## src/hw/rtl/cew_pkg.sv

```systemverilog
`default_nettype none
package cew_pkg;

    localparam int unsigned WeightWidth = 16;
    localparam int unsigned CodePointWidth = 21;

    typedef logic [WeightWidth-1:0] weight_t;
    typedef logic [CodePointWidth-1:0] code_point_t;

    localparam weight_t SEC_COMMON = 16'h0020;
    localparam weight_t TER_COMMON = 16'h0002;
    localparam weight_t QUAT_FULL = 16'hFFFF;
    localparam weight_t TRAIL_FLAG = 16'h8000;
    localparam weight_t OFFSET_MASK = 16'h7FFF;

    localparam weight_t LEAD_TANGUT = 16'hFB00;
    localparam weight_t LEAD_NUSHU = 16'hFB01;
    localparam weight_t LEAD_KHITAN = 16'hFB02;
    localparam weight_t BASE_CORE_CJK = 16'hFB40;
    localparam weight_t BASE_OTHER_IDEO = 16'hFB80;
    localparam weight_t BASE_UNASSIGNED = 16'hFBC0;

    localparam code_point_t TANGUT_ORIGIN = 21'h17000;
    localparam code_point_t NUSHU_ORIGIN = 21'h1B170;
    localparam code_point_t KHITAN_ORIGIN = 21'h18B00;
    localparam code_point_t COMPAT_ORIGIN = 21'h0FA0E;
    localparam code_point_t COMPAT_END = 21'h0FA29;

    // bit k set: FA0E+k is a unified ideograph
    localparam logic [27:0] COMPAT_UNIFIED_MASK = 28'h0E6A006B;

    typedef struct packed {
        weight_t lead;
        weight_t trail;
    } implicit_t;

endpackage
`default_nettype wire

```

## src/hw/rtl/cew_if.sv

```systemverilog
`default_nettype none
interface cew_in_if;
    import cew_pkg::*;

    logic valid;
    logic ready;
    logic mode;
    weight_t weight_primary;
    weight_t weight_secondary;
    weight_t weight_tertiary;
    code_point_t code_point;

    modport source (
        output valid, mode, weight_primary, weight_secondary, weight_tertiary, code_point,
        input ready
    );
    modport sink (
        input valid, mode, weight_primary, weight_secondary, weight_tertiary, code_point,
        output ready
    );
endinterface

interface cew_out_if;
    import cew_pkg::*;

    logic valid;
    logic ready;
    weight_t out_primary;
    weight_t out_secondary;
    weight_t out_tertiary;
    weight_t out_quaternary;
    logic last;

    modport source (
        output valid, out_primary, out_secondary, out_tertiary, out_quaternary, last,
        input ready
    );
    modport sink (
        input valid, out_primary, out_secondary, out_tertiary, out_quaternary, last,
        output ready
    );
endinterface
`default_nettype wire

```

## src/hw/rtl/collation_element_weighting.sv

```systemverilog
`default_nettype none
// Collation element weighting: each item is either an explicit three-level
// weight triple, turned into one four-level element by the shifted rule, or a
// code point, turned into the two implicit weight elements (the second one
// carries last). Items pass through a holding register and then a result
// register. While the output is not stalled, a new explicit item is accepted
// every cycle; a code point item occupies the holding register until both of
// its elements are written, as the output register takes a single write per
// cycle. highest_variable is to be written through cfg_we/cfg_wdata only
// while the block is idle, which the user must ensure and the block does not
// enforce; it resets to 0, which makes no primary variable.
module collation_element_weighting (
    input  wire                    clk,
    input  wire                    rst_n,
    input  wire                    cfg_we,
    input  wire cew_pkg::weight_t  cfg_wdata,
    cew_in_if.sink                 in_ch,
    cew_out_if.source              out_ch
);
    import cew_pkg::*;

    logic        hold_valid_reg;
    logic        phase_reg;
    logic        after_var_reg;
    weight_t     highest_var_reg;
    logic        hold_mode_reg;
    weight_t     hold_pri_reg;
    weight_t     hold_sec_reg;
    weight_t     hold_ter_reg;
    code_point_t hold_cp_reg;

    logic        out_valid_reg;
    weight_t     out_pri_reg;
    weight_t     out_sec_reg;
    weight_t     out_ter_reg;
    weight_t     out_quat_reg;
    logic        out_last_reg;

    weight_t     pri_next;
    weight_t     sec_next;
    weight_t     ter_next;
    weight_t     quat_next;
    logic        last_next;
    logic        after_var_next;

    logic        out_free;
    logic        emit;
    logic        done;
    logic        in_accept;
    logic        in_var_range;
    implicit_t   implicit_w;

    cew_implicit u_implicit (
        .code_point (hold_cp_reg),
        .weights    (implicit_w)
    );

    assign out_free  = !out_valid_reg || out_ch.ready;
    assign emit      = hold_valid_reg && out_free;
    assign done      = emit && (!hold_mode_reg || phase_reg);
    assign in_ch.ready = !hold_valid_reg || done;
    assign in_accept = in_ch.valid && in_ch.ready;

    assign in_var_range = hold_pri_reg >= 16'd2 && hold_pri_reg <= highest_var_reg;

    always_comb
    begin
        pri_next       = hold_pri_reg;
        sec_next       = hold_sec_reg;
        ter_next       = hold_ter_reg;
        quat_next      = (hold_ter_reg == '0) ? '0 : QUAT_FULL;
        last_next      = 1'b1;
        after_var_next = 1'b0;
        if (hold_mode_reg)
        begin
            if (!phase_reg)
            begin
                pri_next  = implicit_w.lead;
                sec_next  = SEC_COMMON;
                ter_next  = TER_COMMON;
                quat_next = QUAT_FULL;
                last_next = 1'b0;
            end
            else
            begin
                pri_next  = implicit_w.trail;
                sec_next  = '0;
                ter_next  = '0;
                quat_next = '0;
            end
        end
        else if (in_var_range)
        begin
            pri_next       = '0;
            sec_next       = '0;
            ter_next       = '0;
            quat_next      = hold_pri_reg;
            after_var_next = 1'b1;
        end
        // ignorable right after a variable is dropped to all zeros
        else if (after_var_reg && hold_pri_reg == '0 && hold_ter_reg != '0)
        begin
            pri_next  = '0;
            sec_next  = '0;
            ter_next  = '0;
            quat_next = '0;
        end
    end

    always_ff @(posedge clk or negedge rst_n)
    begin
        if (!rst_n)
        begin
            hold_valid_reg  <= 1'b0;
            phase_reg       <= 1'b0;
            after_var_reg   <= 1'b0;
            highest_var_reg <= '0;
            out_valid_reg   <= 1'b0;
        end
        else
        begin
            if (cfg_we)
            begin
                highest_var_reg <= cfg_wdata;
            end
            if (in_accept)
            begin
                hold_valid_reg <= 1'b1;
            end
            else if (done)
            begin
                hold_valid_reg <= 1'b0;
            end
            if (done)
            begin
                phase_reg <= 1'b0;
            end
            else if (emit)
            begin
                phase_reg <= 1'b1;
            end
            if (emit)
            begin
                after_var_reg <= after_var_next;
                out_valid_reg <= 1'b1;
            end
            else if (out_ch.ready)
            begin
                out_valid_reg <= 1'b0;
            end
        end
    end

    always_ff @(posedge clk)
    begin
        if (in_accept)
        begin
            hold_mode_reg <= in_ch.mode;
            hold_pri_reg  <= in_ch.weight_primary;
            hold_sec_reg  <= in_ch.weight_secondary;
            hold_ter_reg  <= in_ch.weight_tertiary;
            hold_cp_reg   <= in_ch.code_point;
        end
        if (emit)
        begin
            out_pri_reg  <= pri_next;
            out_sec_reg  <= sec_next;
            out_ter_reg  <= ter_next;
            out_quat_reg <= quat_next;
            out_last_reg <= last_next;
        end
    end

    assign out_ch.valid          = out_valid_reg;
    assign out_ch.out_primary    = out_pri_reg;
    assign out_ch.out_secondary  = out_sec_reg;
    assign out_ch.out_tertiary   = out_ter_reg;
    assign out_ch.out_quaternary = out_quat_reg;
    assign out_ch.last           = out_last_reg;

endmodule
`default_nettype wire

```

## src/hw/rtl/cew_implicit.sv

```systemverilog
`default_nettype none
module cew_implicit (
    input  wire cew_pkg::code_point_t code_point,
    output cew_pkg::implicit_t        weights
);
    import cew_pkg::*;

    logic        is_tangut;
    logic        is_nushu;
    logic        is_khitan;
    logic        is_compat;
    logic        is_core_cjk;
    logic        is_other_ideo;
    logic [4:0]  compat_idx;
    code_point_t compat_diff;
    code_point_t offset;
    weight_t     block_bits;

    assign is_tangut = (code_point >= 21'h17000 && code_point <= 21'h18AFF)
                    || (code_point >= 21'h18D00 && code_point <= 21'h18D8F);
    assign is_nushu  = code_point >= 21'h1B170 && code_point <= 21'h1B2FF;
    assign is_khitan = code_point >= 21'h18B00 && code_point <= 21'h18CFF;

    assign is_compat   = code_point >= COMPAT_ORIGIN && code_point <= COMPAT_END;
    assign compat_diff = code_point - COMPAT_ORIGIN;
    assign compat_idx  = compat_diff[4:0];

    assign is_core_cjk = (code_point >= 21'h04E00 && code_point <= 21'h09FFF)
                      || (is_compat && COMPAT_UNIFIED_MASK[compat_idx]);

    assign is_other_ideo = (code_point >= 21'h03400 && code_point <= 21'h04DBF)
                        || (code_point >= 21'h20000 && code_point <= 21'h2A6DF)
                        || (code_point >= 21'h2A700 && code_point <= 21'h2B739)
                        || (code_point >= 21'h2B740 && code_point <= 21'h2B81D)
                        || (code_point >= 21'h2B820 && code_point <= 21'h2CEA1)
                        || (code_point >= 21'h2CEB0 && code_point <= 21'h2EBE0)
                        || (code_point >= 21'h30000 && code_point <= 21'h3134A)
                        || (code_point >= 21'h31350 && code_point <= 21'h323AF);

    // block number goes into the low bits of the lead weight
    assign block_bits = {10'd0, code_point[20:15]};

    always_comb
    begin
        weights = '0;
        priority if (is_tangut)
        begin
            weights.lead = LEAD_TANGUT;
            offset       = code_point - TANGUT_ORIGIN;
        end
        else if (is_nushu)
        begin
            weights.lead = LEAD_NUSHU;
            offset       = code_point - NUSHU_ORIGIN;
        end
        else if (is_khitan)
        begin
            weights.lead = LEAD_KHITAN;
            offset       = code_point - KHITAN_ORIGIN;
        end
        else if (is_core_cjk)
        begin
            weights.lead = BASE_CORE_CJK + block_bits;
            offset       = code_point;
        end
        else if (is_other_ideo)
        begin
            weights.lead = BASE_OTHER_IDEO + block_bits;
            offset       = code_point;
        end
        else
        begin
            weights.lead = BASE_UNASSIGNED + block_bits;
            offset       = code_point;
        end
        weights.trail = TRAIL_FLAG | (offset[15:0] & OFFSET_MASK);
    end

endmodule
`default_nettype wire
```

## src/flat_wrapper.sv

```systemverilog
// flat-port wrapper written by rule: the top's interface ports become plain ports
module collation_element_weighting_flat import cew_pkg::*;
  (clk, rst_n, cfg_we, cfg_wdata, in_ch_valid, in_ch_mode, in_ch_weight_primary, in_ch_weight_secondary, in_ch_weight_tertiary, in_ch_code_point, in_ch_ready, out_ch_valid, out_ch_out_primary, out_ch_out_secondary, out_ch_out_tertiary, out_ch_out_quaternary, out_ch_last, out_ch_ready);
  cew_in_if in_ch_i ();
  cew_out_if out_ch_i ();
  input  wire clk;
  input  wire rst_n;
  input  wire cfg_we;
  input  wire cew_pkg::weight_t cfg_wdata;
  input wire logic [$bits(in_ch_i.valid)-1:0] in_ch_valid;
  input wire logic [$bits(in_ch_i.mode)-1:0] in_ch_mode;
  input wire logic [$bits(in_ch_i.weight_primary)-1:0] in_ch_weight_primary;
  input wire logic [$bits(in_ch_i.weight_secondary)-1:0] in_ch_weight_secondary;
  input wire logic [$bits(in_ch_i.weight_tertiary)-1:0] in_ch_weight_tertiary;
  input wire logic [$bits(in_ch_i.code_point)-1:0] in_ch_code_point;
  output wire logic [$bits(in_ch_i.ready)-1:0] in_ch_ready;
  output wire logic [$bits(out_ch_i.valid)-1:0] out_ch_valid;
  output wire logic [$bits(out_ch_i.out_primary)-1:0] out_ch_out_primary;
  output wire logic [$bits(out_ch_i.out_secondary)-1:0] out_ch_out_secondary;
  output wire logic [$bits(out_ch_i.out_tertiary)-1:0] out_ch_out_tertiary;
  output wire logic [$bits(out_ch_i.out_quaternary)-1:0] out_ch_out_quaternary;
  output wire logic [$bits(out_ch_i.last)-1:0] out_ch_last;
  input wire logic [$bits(out_ch_i.ready)-1:0] out_ch_ready;
  assign in_ch_i.valid = in_ch_valid;
  assign in_ch_i.mode = in_ch_mode;
  assign in_ch_i.weight_primary = in_ch_weight_primary;
  assign in_ch_i.weight_secondary = in_ch_weight_secondary;
  assign in_ch_i.weight_tertiary = in_ch_weight_tertiary;
  assign in_ch_i.code_point = in_ch_code_point;
  assign in_ch_ready = in_ch_i.ready;
  assign out_ch_valid = out_ch_i.valid;
  assign out_ch_out_primary = out_ch_i.out_primary;
  assign out_ch_out_secondary = out_ch_i.out_secondary;
  assign out_ch_out_tertiary = out_ch_i.out_tertiary;
  assign out_ch_out_quaternary = out_ch_i.out_quaternary;
  assign out_ch_last = out_ch_i.last;
  assign out_ch_i.ready = out_ch_ready;
  collation_element_weighting u_core (.clk(clk), .rst_n(rst_n), .cfg_we(cfg_we), .cfg_wdata(cfg_wdata), .in_ch(in_ch_i), .out_ch(out_ch_i));
endmodule
```

## config.mk

```make
export PLATFORM = sky130hd
export DESIGN_NAME = collation_element_weighting_flat
export DESIGN_NICKNAME = d
export VERILOG_FILES = /design/src/hw/rtl/cew_pkg.sv /design/src/hw/rtl/cew_if.sv /design/src/hw/rtl/collation_element_weighting.sv /design/src/hw/rtl/cew_implicit.sv /design/src/flat_wrapper.sv
export SDC_FILE = /design/constraint.sdc
export NUM_CORES = 1
export LEC_CHECK = 0
export ABC_CLOCK_PERIOD_IN_PS = 3450
export BUFFER_PORTS_ARGS = -buffer_cell sky130_fd_sc_hd__buf_4
export CAP_MARGIN = 20
export CORE_UTILIZATION = 33
export CTS_BUF_LIST = sky130_fd_sc_hd__clkbuf_4 sky130_fd_sc_hd__clkbuf_8 sky130_fd_sc_hd__clkbuf_16
export DETAILED_ROUTE_END_ITERATION = 10
export GPL_TIMING_DRIVEN = 1
export PLACE_DENSITY_LB_ADDON = 0.3
export SYNTH_ARGS = -nofsm -noshare
export SYNTH_HDL_FRONTEND = slang
export SYNTH_SLANG_ARGS = --single-unit
```

## constraint.sdc

```tcl
create_clock -name clk -period 3.45 [get_ports clk]
set_input_delay 0.5175 -clock clk [delete_from_list [all_inputs] [get_ports clk]]
set_output_delay 0.5175 -clock clk [all_outputs]
set_load 0.005 [all_outputs]
```

Word-level counts from Yosys, hierarchy flattened:

Memory sizes are Yosys's and may differ from the RTL's.
Cells that the tools add are included.

* bits in registers: 155
* ROM bits: 32
* memories kept: 1
* word-level logic and storage cells: 131
* output and inout bits: 67
* input bits: 91

* add/sub/neg operators: 7
* reductions and logical operators: 42
* multiplexer cells: 35
* order comparisons: 31

Memories
* (name not given): depth 32, width 1, rd ports 1, clocked after memory_dff 0, write ports 0, RTL line cew_implicit.sv:29 `|| (is_compat && COMPAT_UNIFIED_MASK[compat_idx]);`

Operators by type and width (count)
* 16-bit two-way mux: 20
* 21-bit by 18-bit >= comparator with 1-bit output (second input constant): 7
* 21-bit by 18-bit less-or-equal comparator with 1-bit output (second input constant): 7
* 21-bit by 17-bit >= comparator with 1-bit output (second input constant): 4
* 21-bit by 17-bit less-or-equal comparator with 1-bit output (second input constant): 4
* 15-bit two-way mux: 3
* 21-bit by 16-bit less-or-equal comparator with 1-bit output (second input constant): 2
* 12-bit by 7-bit adder with 13-bit output (first input constant): 3
* 16-bit zero test: 2
* 21-bit by 14-bit >= comparator with 1-bit output (second input constant): 1
* 21-bit by 15-bit >= comparator with 1-bit output (second input constant): 1
* 21-bit by 16-bit >= comparator with 1-bit output (second input constant): 1
* 21-bit by 15-bit less-or-equal comparator with 1-bit output (second input constant): 1
* 1-bit logical AND: 21
* 16-bit by 2-bit >= comparator with 1-bit output (second input constant): 1
* 16-bit less-or-equal comparator: 1
* 16-bit nonzero test: 1
* 15-bit by 12-bit subtractor with 15-bit output (second input constant): 1
* 15-bit by 14-bit subtractor with 15-bit output (second input constant): 1
* 15-bit subtractor (second input constant): 1
* 1-bit logical OR: 12
* 1-bit two-way mux: 10
* 5-bit by 6-bit less-than comparator with 1-bit output (second input constant): 1
* 6-bit two-way mux: 1
* other kinds (4): 8

Longest topological paths before layout:

Gate-level depths: netlist (run 1).

* depth after elaboration: 16
* mapped depth: 13
* depth with buffers taken out: 10

Cells and area by module:

Synthesis (run 1) repeated with hierarchy kept, for this count alone.

* cell total of the unflattened synthesis: 746
* area, all modules: 8757.1 um^2

By module, submodules not included
* collation_element_weighting: cells each 400, area each 6432.4 um^2, sequential area each 4554.4 um^2, times used 1
* cew_implicit: cells each 346, area each 2324.7 um^2, sequential area each 0.0 um^2, times used 1

Worst setup path after synthesis (run 1):

Ideal clock, no wire load.

* path kind: flip-flop to flip-flop
* from: reg u_core.hold_mode_reg
* to: reg u_core.hold_cp_reg[0] (enable)
* library setup time: 0.435 ns
* data required time: 3.015 ns
* data arrival time: 2.800 ns
* stages on the path, launching flop included: 6
* buffers on the path: 2
* setup slack: 0.214 ns
* cell sequence: edfxtp_1 > clkbuf_1 > nor2b_1 > clkbuf_1 > o21ai_0 > and2_1

* word-level cells in the longest chain between the ends: 5

RTL lines
* from (decl): RTL line collation_element_weighting.sv:26 `logic hold_mode_reg;`
* from (signal assigned): RTL line collation_element_weighting.sv:158 `hold_mode_reg <= in_ch.mode;`
* 1-bit zero test: RTL line collation_element_weighting.sv:60 `assign done = emit && (!hold_mode_reg || phase_reg);`
* 1-bit logical OR: RTL line collation_element_weighting.sv:60
* 1-bit logical AND: RTL line collation_element_weighting.sv:60
* 1-bit logical OR: RTL line collation_element_weighting.sv:61 `assign in_ch.ready = !hold_valid_reg || done;`
* net in_ch_ready: RTL line flat_wrapper.sv:16 `output wire logic [$bits(in_ch_i.ready)-1:0] in_ch_ready;`
* 1-bit logical AND: RTL line collation_element_weighting.sv:62 `assign in_accept = in_ch.valid && in_ch.ready;`
* net u_core.in_accept: RTL line collation_element_weighting.sv:49 `logic in_accept;`
* to (signal assigned): RTL line collation_element_weighting.sv:162 `hold_cp_reg <= in_ch.code_point;`
* to (decl): RTL line collation_element_weighting.sv:30 `code_point_t hold_cp_reg;`

The timed path passes the listed nets, and every way through them passes these cells.
A chain may end at the register's enable or synchronous reset.

Final worst setup path (run 1):

* from: reg u_core.hold_cp_reg[0]
* to: reg u_core.out_pri_reg[10], in the netlist u_core.out_ch.out_primary[10], data pin

* word-level cells in the longest chain between the ends: 16

RTL lines
* 21-bit by 14-bit >= comparator with 1-bit output (tied with other cells): RTL line cew_implicit.sv:31 `assign is_other_ideo = (code_point >= 21'h03400 && code_point <= 21'h04DBF)`
* 1-bit logical AND (on tied branches): RTL line cew_implicit.sv:31, cew_implicit.sv:32
* 1-bit logical OR: RTL line cew_implicit.sv:32 `|| (code_point >= 21'h20000 && code_point <= 21'h2A6DF)`
* 1-bit logical OR: RTL line cew_implicit.sv:33 `|| (code_point >= 21'h2A700 && code_point <= 21'h2B739)`
* 1-bit logical OR: RTL line cew_implicit.sv:34 `|| (code_point >= 21'h2B740 && code_point <= 21'h2B81D)`
* 1-bit logical OR: RTL line cew_implicit.sv:35 `|| (code_point >= 21'h2B820 && code_point <= 21'h2CEA1)`
* 1-bit logical OR: RTL line cew_implicit.sv:36 `|| (code_point >= 21'h2CEB0 && code_point <= 21'h2EBE0)`
* 1-bit logical OR: RTL line cew_implicit.sv:37 `|| (code_point >= 21'h30000 && code_point <= 21'h3134A)`
* 1-bit logical OR: RTL line cew_implicit.sv:38 `|| (code_point >= 21'h31350 && code_point <= 21'h323AF);`
* 16-bit two-way mux: RTL line cew_implicit.sv:66 `else if (is_other_ideo)`
* 16-bit two-way mux: RTL line cew_implicit.sv:61 `else if (is_core_cjk)`
* 16-bit two-way mux: RTL line cew_implicit.sv:56 `else if (is_khitan)`
* 16-bit two-way mux: RTL line cew_implicit.sv:51 `else if (is_nushu)`
* 16-bit two-way mux: RTL line cew_implicit.sv:46 `priority if (is_tangut)`
* 16-bit two-way mux (*): RTL line collation_element_weighting.sv:76 `if (!phase_reg)`
* 16-bit two-way mux (*): RTL line collation_element_weighting.sv:74 `if (hold_mode_reg)`
* net u_core.pri_next[10]: RTL line collation_element_weighting.sv:39 `weight_t pri_next;`
* to (signal assigned): RTL line collation_element_weighting.sv:166 `out_pri_reg <= pri_next;`
* to (decl): RTL line collation_element_weighting.sv:33 `weight_t out_pri_reg;`

The timed path passes the listed nets; every way through them passes the cells marked *. The select of a mux whose other input is x is not followed.

==> results.py, run 1 <==
metrics = {
    "outcome": {
        "outcome": "completed",
    },
    "yosys": {
        "avgSynthCellArea_um2": 10.96,
        "post_synth_num_cell_types": 70,
        "netlist_area_um2": 8122,
        "syn_inst": 741,
        "ys_async_sr_fraction": 0.1290,
        "ys_seq_area_frac": 0.5608,
        "synth_edf_count": 135,
        "synth_warnings": 0,
        "synth_nets": 870,
        "synth_ff_type": "edfxtp_1",
        "ys_ff_latch": 155,
    },
    "floorplan": {
        "initial_core_util": 0.3349,
        "core_um2": 24250,
        "die_height_um": 158.9,
        "rows": 57,
        "die_x_um": 158.9,
        "die_area_um2": 25240,
        "io_pins": 158,
    },
    "placed_design": {
        "portBuffers": 157,
        "hpwl_um": 18860,
        "place.gp.congestion": 0.9833,
    },
    "setup_path": {
        "cp_top_family": "simple AND/OR/NAND/NOR gates",
        "crit_path_top_delay_cell": "edfxtp_1",
        "critPathArrivalTime_ns": 3.38,
        "max_stage_delay_ns": 0.66,
        "path_depth": 9,
        "crit_path_end": "u_core.out_ch.out_primary[10]",
        "critPathRequiredTime_ns": 3.61,
        "crit_path_start_kind": "flip-flop",
        "crit_start": "u_core.hold_cp_reg[0]",
        "r2r_start": "u_core.hold_cp_reg[0]",
        "path_class": "reg2reg",
        "reg2reg_setup_slack_ns": 0.24,
        "r2r_cells": 9,
        "path_max_fanout": 12,
        "end_kind": "flip-flop",
        "crit_top_cell": "o21ai_0",
        "worst-path-buf-inv": 0,
        "path_cells": "ha_1, nand3_1, or2_2, nor4_1, o21ai_0, or3_1, a21oi_1, xnor2_1, o21ai_0",
        "reg2reg_to": "u_core.out_ch.out_primary[10]",
    },
    "global_route": {
        "grt_util_met3": 0.03292,
        "grt_max_degree": 71,
        "grt.met2_usage": 0.3102,
        "antenna_found_initial": 0,
        "grt-ovfl-total": 0,
        "grt_pass1_vias": 6590,
        "grt_usage": 0.2024,
        "gr-usage-met1": 0.2791,
        "grt_busiest_layer": "met2",
        "grt_pass1_wl_um": 38810,
    },
    "layout": {
        "drive_gt1_frac": 0.2804,
        "final_util": 0.4380,
        "antennaDiodeCount": 0,
        "largest_reg_flops": 21,
        "area_growth_pct": 30.77,
        "final_nets": 1061,
        "final_common_cell": "buf_4",
        "final_cell_mix": "214 x buf_4, 135 x edfxtp_1, 82 x nand2_1, 41 x o21ai_0, 40 x and2_1",
    },
    "routing": {
        "drt_iter0_markers": 967,
        "vias_per_cell": 5.411,
        "num_vias": 6867,
        "drtPass1Iterations": 5,
        "wl_um": 25470,
        "wl_per_cell_um": 20.07,
        "final_antenna_net_count": 0,
        "remaining_drc_errors": 0,
    },
    "clock_network": {
        "clkSinkCount": 155,
        "cts_htree_levels": 4,
        "numCtsBuffers": 17,
        "path_clk_slew_ns": 0.08,
        "cts_setup_buffers": 0,
        "worstSkewPairLatency_ns": 0.43,
        "ctsLongestPathBuffers": 2,
        "cts_tree": "done",
        "ctsResizeCount": 0,
        "cts-root-buf": "clkbuf_16",
    },
    "timing": {
        "rsz0062_at_grt": "no",
        "fin_skew_ns": 0.02372,
        "slew-limit-headroom": 0.3255,
        "min_period_ns": 3.214,
        "tns_ns": 0,
        "finalHoldViolations": 0,
        "fmax_mhz": 311.1,
        "setup_viol": 0,
        "layout_worst_path_cycle_share": 0.9317,
        "drv_slew": 0,
        "tightest_slew_ns": 1.012,
    },
    "pwr": {
        "leakagePower_nw": 4.209,
        "cellPowerDensity_nw_per_um2": 537.4,
        "ir_worst_vdd_uv": 380.6,
    },
    "run": {
        "maxCapViolCount": 0,
    },
    "hold_path": {
        "worstHoldPathType": "in2reg",
    },
}
synthesized netlist by cell type (all sizes together), types with 2 or more instances:
master	count	area share
o22ai	3	0.0023
nand4	29	0.022
nand2b	6	0.0046
a21o	8	0.0083
and3	6	0.0046
o41ai	2	0.0022
nand3	24	0.015
a21oi	41	0.027
o21ai	43	0.027
a31oi	8	0.0062
inv	32	0.015
nand2	82	0.038
a222oi	2	0.0025
mux2i	5	0.0062
a41oi	3	0.0032
nor4	22	0.021
nor2	29	0.013
o21a	3	0.0028
edfxtp	135	0.50
a211oi	8	0.0074
a32oi	2	0.0022
nor3	17	0.010
or3	5	0.0039
buf	5	0.0034
ha	38	0.059
a211o	6	0.0065
nand4b	2	0.0022
dfrtp	20	0.062
xnor2	7	0.0075
a221o	3	0.0037
and2	42	0.032
or2	3	0.0023
a22oi	3	0.0028
nor2b	10	0.0077
a22o	2	0.0022
clkbuf	40	0.018
o211ai	9	0.0083
a311oi	4	0.0043
a21boi	3	0.0028
nand3b	4	0.0037
or4	7	0.0074
worst min-delay path by stage:
stage | start | endpoint | slack (ns) | cells past startpoint
after floorplan | rst_n | u_core.after_var_reg | 0.22 | 0
after global placement | rst_n | u_core.highest_var_reg[0] | 0.42 | 1
after detailed placement | rst_n | u_core.highest_var_reg[0] | 0.42 | 1
after CTS | in_ch_code_point[4] | u_core.hold_cp_reg[4] | 0.24 | 1
after global routing | in_ch_code_point[13] | u_core.hold_cp_reg[13] | 0.24 | 1
final | in_ch_code_point[6] | u_core.hold_cp_reg[6] | 0.25 | 1
power by group:
group / internal (mW) / switching [mW] / total (mW) / leakage, nW
combinational: 0.531 / 0.677 / 1.21 / 2.39
sequential: 2.38 / 0.157 / 2.53 / 1.53
clock: 1.11 / 0.859 / 1.97 / 0.290
stage by stage:
stage	power (mW)	hold WS [ns]	std cells	area, um2	worst slack [ns]
2_1_floorplan	3.119	0.2219	741	8122	0.2142
3_3_place_gp	3.775	0.4197	1236	10000	0.3035
3_5_place_dp	3.774	0.4172	1236	10000	0.3433
4_1_cts	5.744	0.2420	1269	10620	0.3084
5_1_grt	5.947	0.2408	1269	10620	0.1473
6_report	5.707	0.2545	1269	10620	0.2356
per-layer routing:
metal  part of all wire  vias up
li1                   -     3168
met1               0.43     3213
met2               0.44      412
met3              0.088       74
met4              0.042        0
met5                  0        -
cell type report:
cell class | instances | area (um2)
inverter | 32 | 120.1
clock inverter | 14 | 176.4
clock buffer | 18 | 432.9
fill | 2350 | 13630
timing repair buffer | 217 | 1657
sequential | 155 | 4554
tap | 324 | 405.4
multi-input combinational | 509 | 3274
logic make-up after synthesis:
group / after synthesis / share of synthesized area
flip-flops: 155 / 0.5608
AND/OR/NAND/NOR: 292 / 0.1927
multiplexers: 6 / 0.007549
buffers and inverters: 77 / 0.03667
adder cells (fa/ha/maj): 38 / 0.05854
XOR/XNOR: 8 / 0.008628
AO/OA/AOI/OAI: 165 / 0.1351
timing repair:
action	in CTS	in global routing
endpoints found under the hold margin	20	0
hold buffers	1	0
endpoints found under the setup margin	0	0
Note: power is estimated with default switching activity, not from simulation.
==> inputs of run 2 (changes only) <==
--- a/config.mk
+++ b/config.mk
@@ -15,4 +15,5 @@
 export PLACE_DENSITY_LB_ADDON = 0.3
 export SYNTH_ARGS = -nofsm -noshare
 export SYNTH_HDL_FRONTEND = slang
+export SYNTH_HIERARCHICAL = 1
 export SYNTH_SLANG_ARGS = --single-unit
==> run 2 against run 1 <==
Compared with the run above: setup slack worse by 0.017 ns; non-clock buffer count fell by 1; hold slack improved by 0.0067 ns; combinational power increased by 12%; via count increased by 0.38%; flip-flop and latch count did not move; global-route usage down 0.73 points; utilization down 1.2 points; count of clock-buffer cells in the layout is 1 higher; clock skew shrank 0.013 ns; critical path type unchanged; largest power group unchanged.
==> results.py, run 2 <==
metrics = {
    "setup_path": {
        "end_kind": "flip-flop",
        "crit_path_top_delay_cell": "edfxtp_1",
        "r2r_cells": 10,
        "path_cells": "or4_1, buf_4, nor3_2, nand3_1, a21oi_2, nor2_2, a221oi_1, xnor2_1, mux2i_1, o2bb2ai_1",
        "critPathRequiredTime_ns": 3.62,
        "critPathArrivalTime_ns": 3.40,
        "crit_path_start_kind": "flip-flop",
        "path_max_fanout": 11,
        "path_class": "reg2reg",
        "max_stage_delay_ns": 0.61,
    },
    "yosys": {
        "netlist_area_um2": 8757,
        "ys_top_cells_by_count": "135 x edfxtp_1, 61 x nand2_1, 38 x ha_1",
        "ys_seq_area_frac": 0.5201,
        "ys_ff_latch": 155,
        "synth_warnings": 6,
        "ys_async_sr_fraction": 0.1290,
        "synth_edf_count": 135,
        "synth_ff_type": "edfxtp_1",
        "synth_top_cell_area_share": 0.4629,
        "synth_area_leaders": "edfxtp_1 46%, dfrtp_1 5.7%, ha_1 5.4%",
        "synth_top_cell_by_area": "edfxtp_1",
        "syn_inst": 746,
        "synth.most_common_cell": "edfxtp_1",
        "avgSynthCellArea_um2": 11.74,
        "post_synth_num_cell_types": 96,
    },
    "pwr": {
        "leakagePower_nw": 4.262,
        "cellPowerDensity_nw_per_um2": 510.1,
        "ir_worst_vdd_uv": 333.1,
    },
    "floorplan": {
        "io_pins": 158,
        "die_height_um": 164.9,
        "die_area_um2": 27190,
        "rows": 59,
        "initial_core_util": 0.3361,
        "core_um2": 26060,
        "die_x_um": 164.9,
    },
    "outcome": {
        "outcome": "completed",
    },
    "routing": {
        "wl_um": 26250,
        "drtPass1Iterations": 5,
        "drt_iter0_markers": 515,
        "wl_per_cell_um": 20.62,
        "vias_per_cell": 5.415,
        "remaining_drc_errors": 0,
        "final_antenna_net_count": 0,
        "num_vias": 6893,
    },
    "layout": {
        "drive_gt1_frac": 0.3401,
        "final_nets": 1054,
        "final_cell_mix": "211 x buf_4, 135 x edfxtp_1, 61 x nand2_1, 37 x ha_1, 33 x o21ai_0",
        "final_util": 0.4262,
        "final_common_cell": "buf_4",
        "antennaDiodeCount": 0,
        "largest_reg_flops": 21,
        "area_growth_pct": 26.83,
    },
    "global_route": {
        "grt_usage": 0.1951,
        "grt_pass1_wl_um": 39520,
        "grt_max_degree": 41,
        "antenna_found_initial": 0,
        "grt_pass1_vias": 6787,
        "grt-ovfl-total": 0,
    },
    "timing": {
        "setup_viol": 0,
        "tns_ns": 0,
        "slew-limit-headroom": 0.5078,
        "drv_slew": 0,
        "min_period_ns": 3.231,
        "fmax_mhz": 309.5,
        "tightest_slew_ns": 0.7383,
        "rsz0062_at_grt": "no",
        "fin_skew_ns": 0.01104,
        "finalHoldViolations": 0,
        "layout_worst_path_cycle_share": 0.9366,
    },
    "clock_network": {
        "ctsLongestPathBuffers": 2,
        "cts_tree": "done",
        "numCtsBuffers": 17,
        "clkSinkCount": 155,
        "cts-root-buf": "clkbuf_16",
        "worstSkewPairLatency_ns": 0.43,
        "cts_htree_levels": 4,
        "path_clk_slew_ns": 0.07,
    },
    "run": {
        "maxCapViolCount": 0,
    },
    "placed_design": {
        "place.gp.congestion": 0.9918,
        "portBuffers": 157,
        "hpwl_um": 19570,
    },
    "hold_path": {
        "hold_depth": 1,
        "worstHoldPathType": "in2reg",
    },
}
## run 2: timing repair
action / 4_1_cts / 5_1_grt
endpoints found under the setup margin: 0 / 3
setup buffers: 0 / 0
endpoints found under the hold margin: 20 / 0
hold buffers: 1 / 0
gates resized for setup: 0 / 4
## run 2: final timing paths
check | startpoint | endpoint | slack, ns
max | u_core/hold_cp_reg[17] | u_core/out_ch.out_primary[12] | 0.22
min | in_ch_code_point[14] | u_core/hold_cp_reg[14] | 0.26
max reg2reg | u_core/hold_cp_reg[17] | u_core/out_ch.out_primary[12] | 0.22
min reg2reg | u_core/after_var_reg | u_core/after_var_reg | 0.50
max in group asynchronous | rst_n | u_core/highest_var_reg[2] | 2.72
min in group asynchronous | rst_n | u_core/highest_var_reg[0] | 0.51
## run 2: through the flow
step / hold WS (ns) / std cells / instance area [um2] / setup slack [ns] / power (mW)
floorplan: 0.2219 / 753 / 8783 / 0.3298 / 3.277
global placement: 0.4107 / 1240 / 10530 / 0.1955 / 3.923
detailed placement: 0.4148 / 1240 / 10530 / 0.1664 / 3.929
CTS: 0.2412 / 1273 / 11090 / 0.1467 / 5.707
global route: 0.2382 / 1273 / 11110 / 0.02578 / 5.905
finish: 0.2613 / 1273 / 11110 / 0.2189 / 5.665
## run 2: routing by layer
metal  wire (um)  global-route usage  vias up
li1            -                   -     3202
met4         787             0.07965        0
met5           0                   0        -
met3        1788             0.04345       59
met1       10940              0.2492     3338
met2       12740              0.3182      294
## run 2: power by group
| part | total [mW] | internal [mW] | switching [mW] |
|---|---|---|---|
| sequential | 2.54 | 2.37 | 0.165 |
| clock | 1.77 | 0.956 | 0.812 |
| combinational | 1.36 | 0.616 | 0.743 |
| total | 5.67 | 3.94 | 1.72 |
## run 2: cell type report
class                           instances  area (um2)
Fill cell                            2483       14950
Sequential cell                       155        4554
Multi-Input combinational cell        504        3796
Timing Repair Buffer                  216        1674
Clock buffer                           19       440.4
Tap cell                              335       419.2
Inverter                               31       116.4
Clock inverter                         13       106.4
## run 2: kinds of logic after synthesis
logic type,count (synthesis),share of synthesized area
muxes,18,0.02086
other,2,0.0008576
buffers and inverters,94,0.05258
xor gates and xnor gates,10,0.01000
adders and majority gates,38,0.05429
DFF,155,0.5201
AOI/OAI and AO/OA,162,0.1433
and+or+nand+nor,267,0.1980
## run 2: worst max-delay path, delay by kind of cell (launching register included)
family	cells	cell delay, ns
simple gates	4	1.16
flops	1	0.61
compound gates	3	0.78
buf+inv	1	0.20
xor+xnor	1	0.10
mux	1	0.13
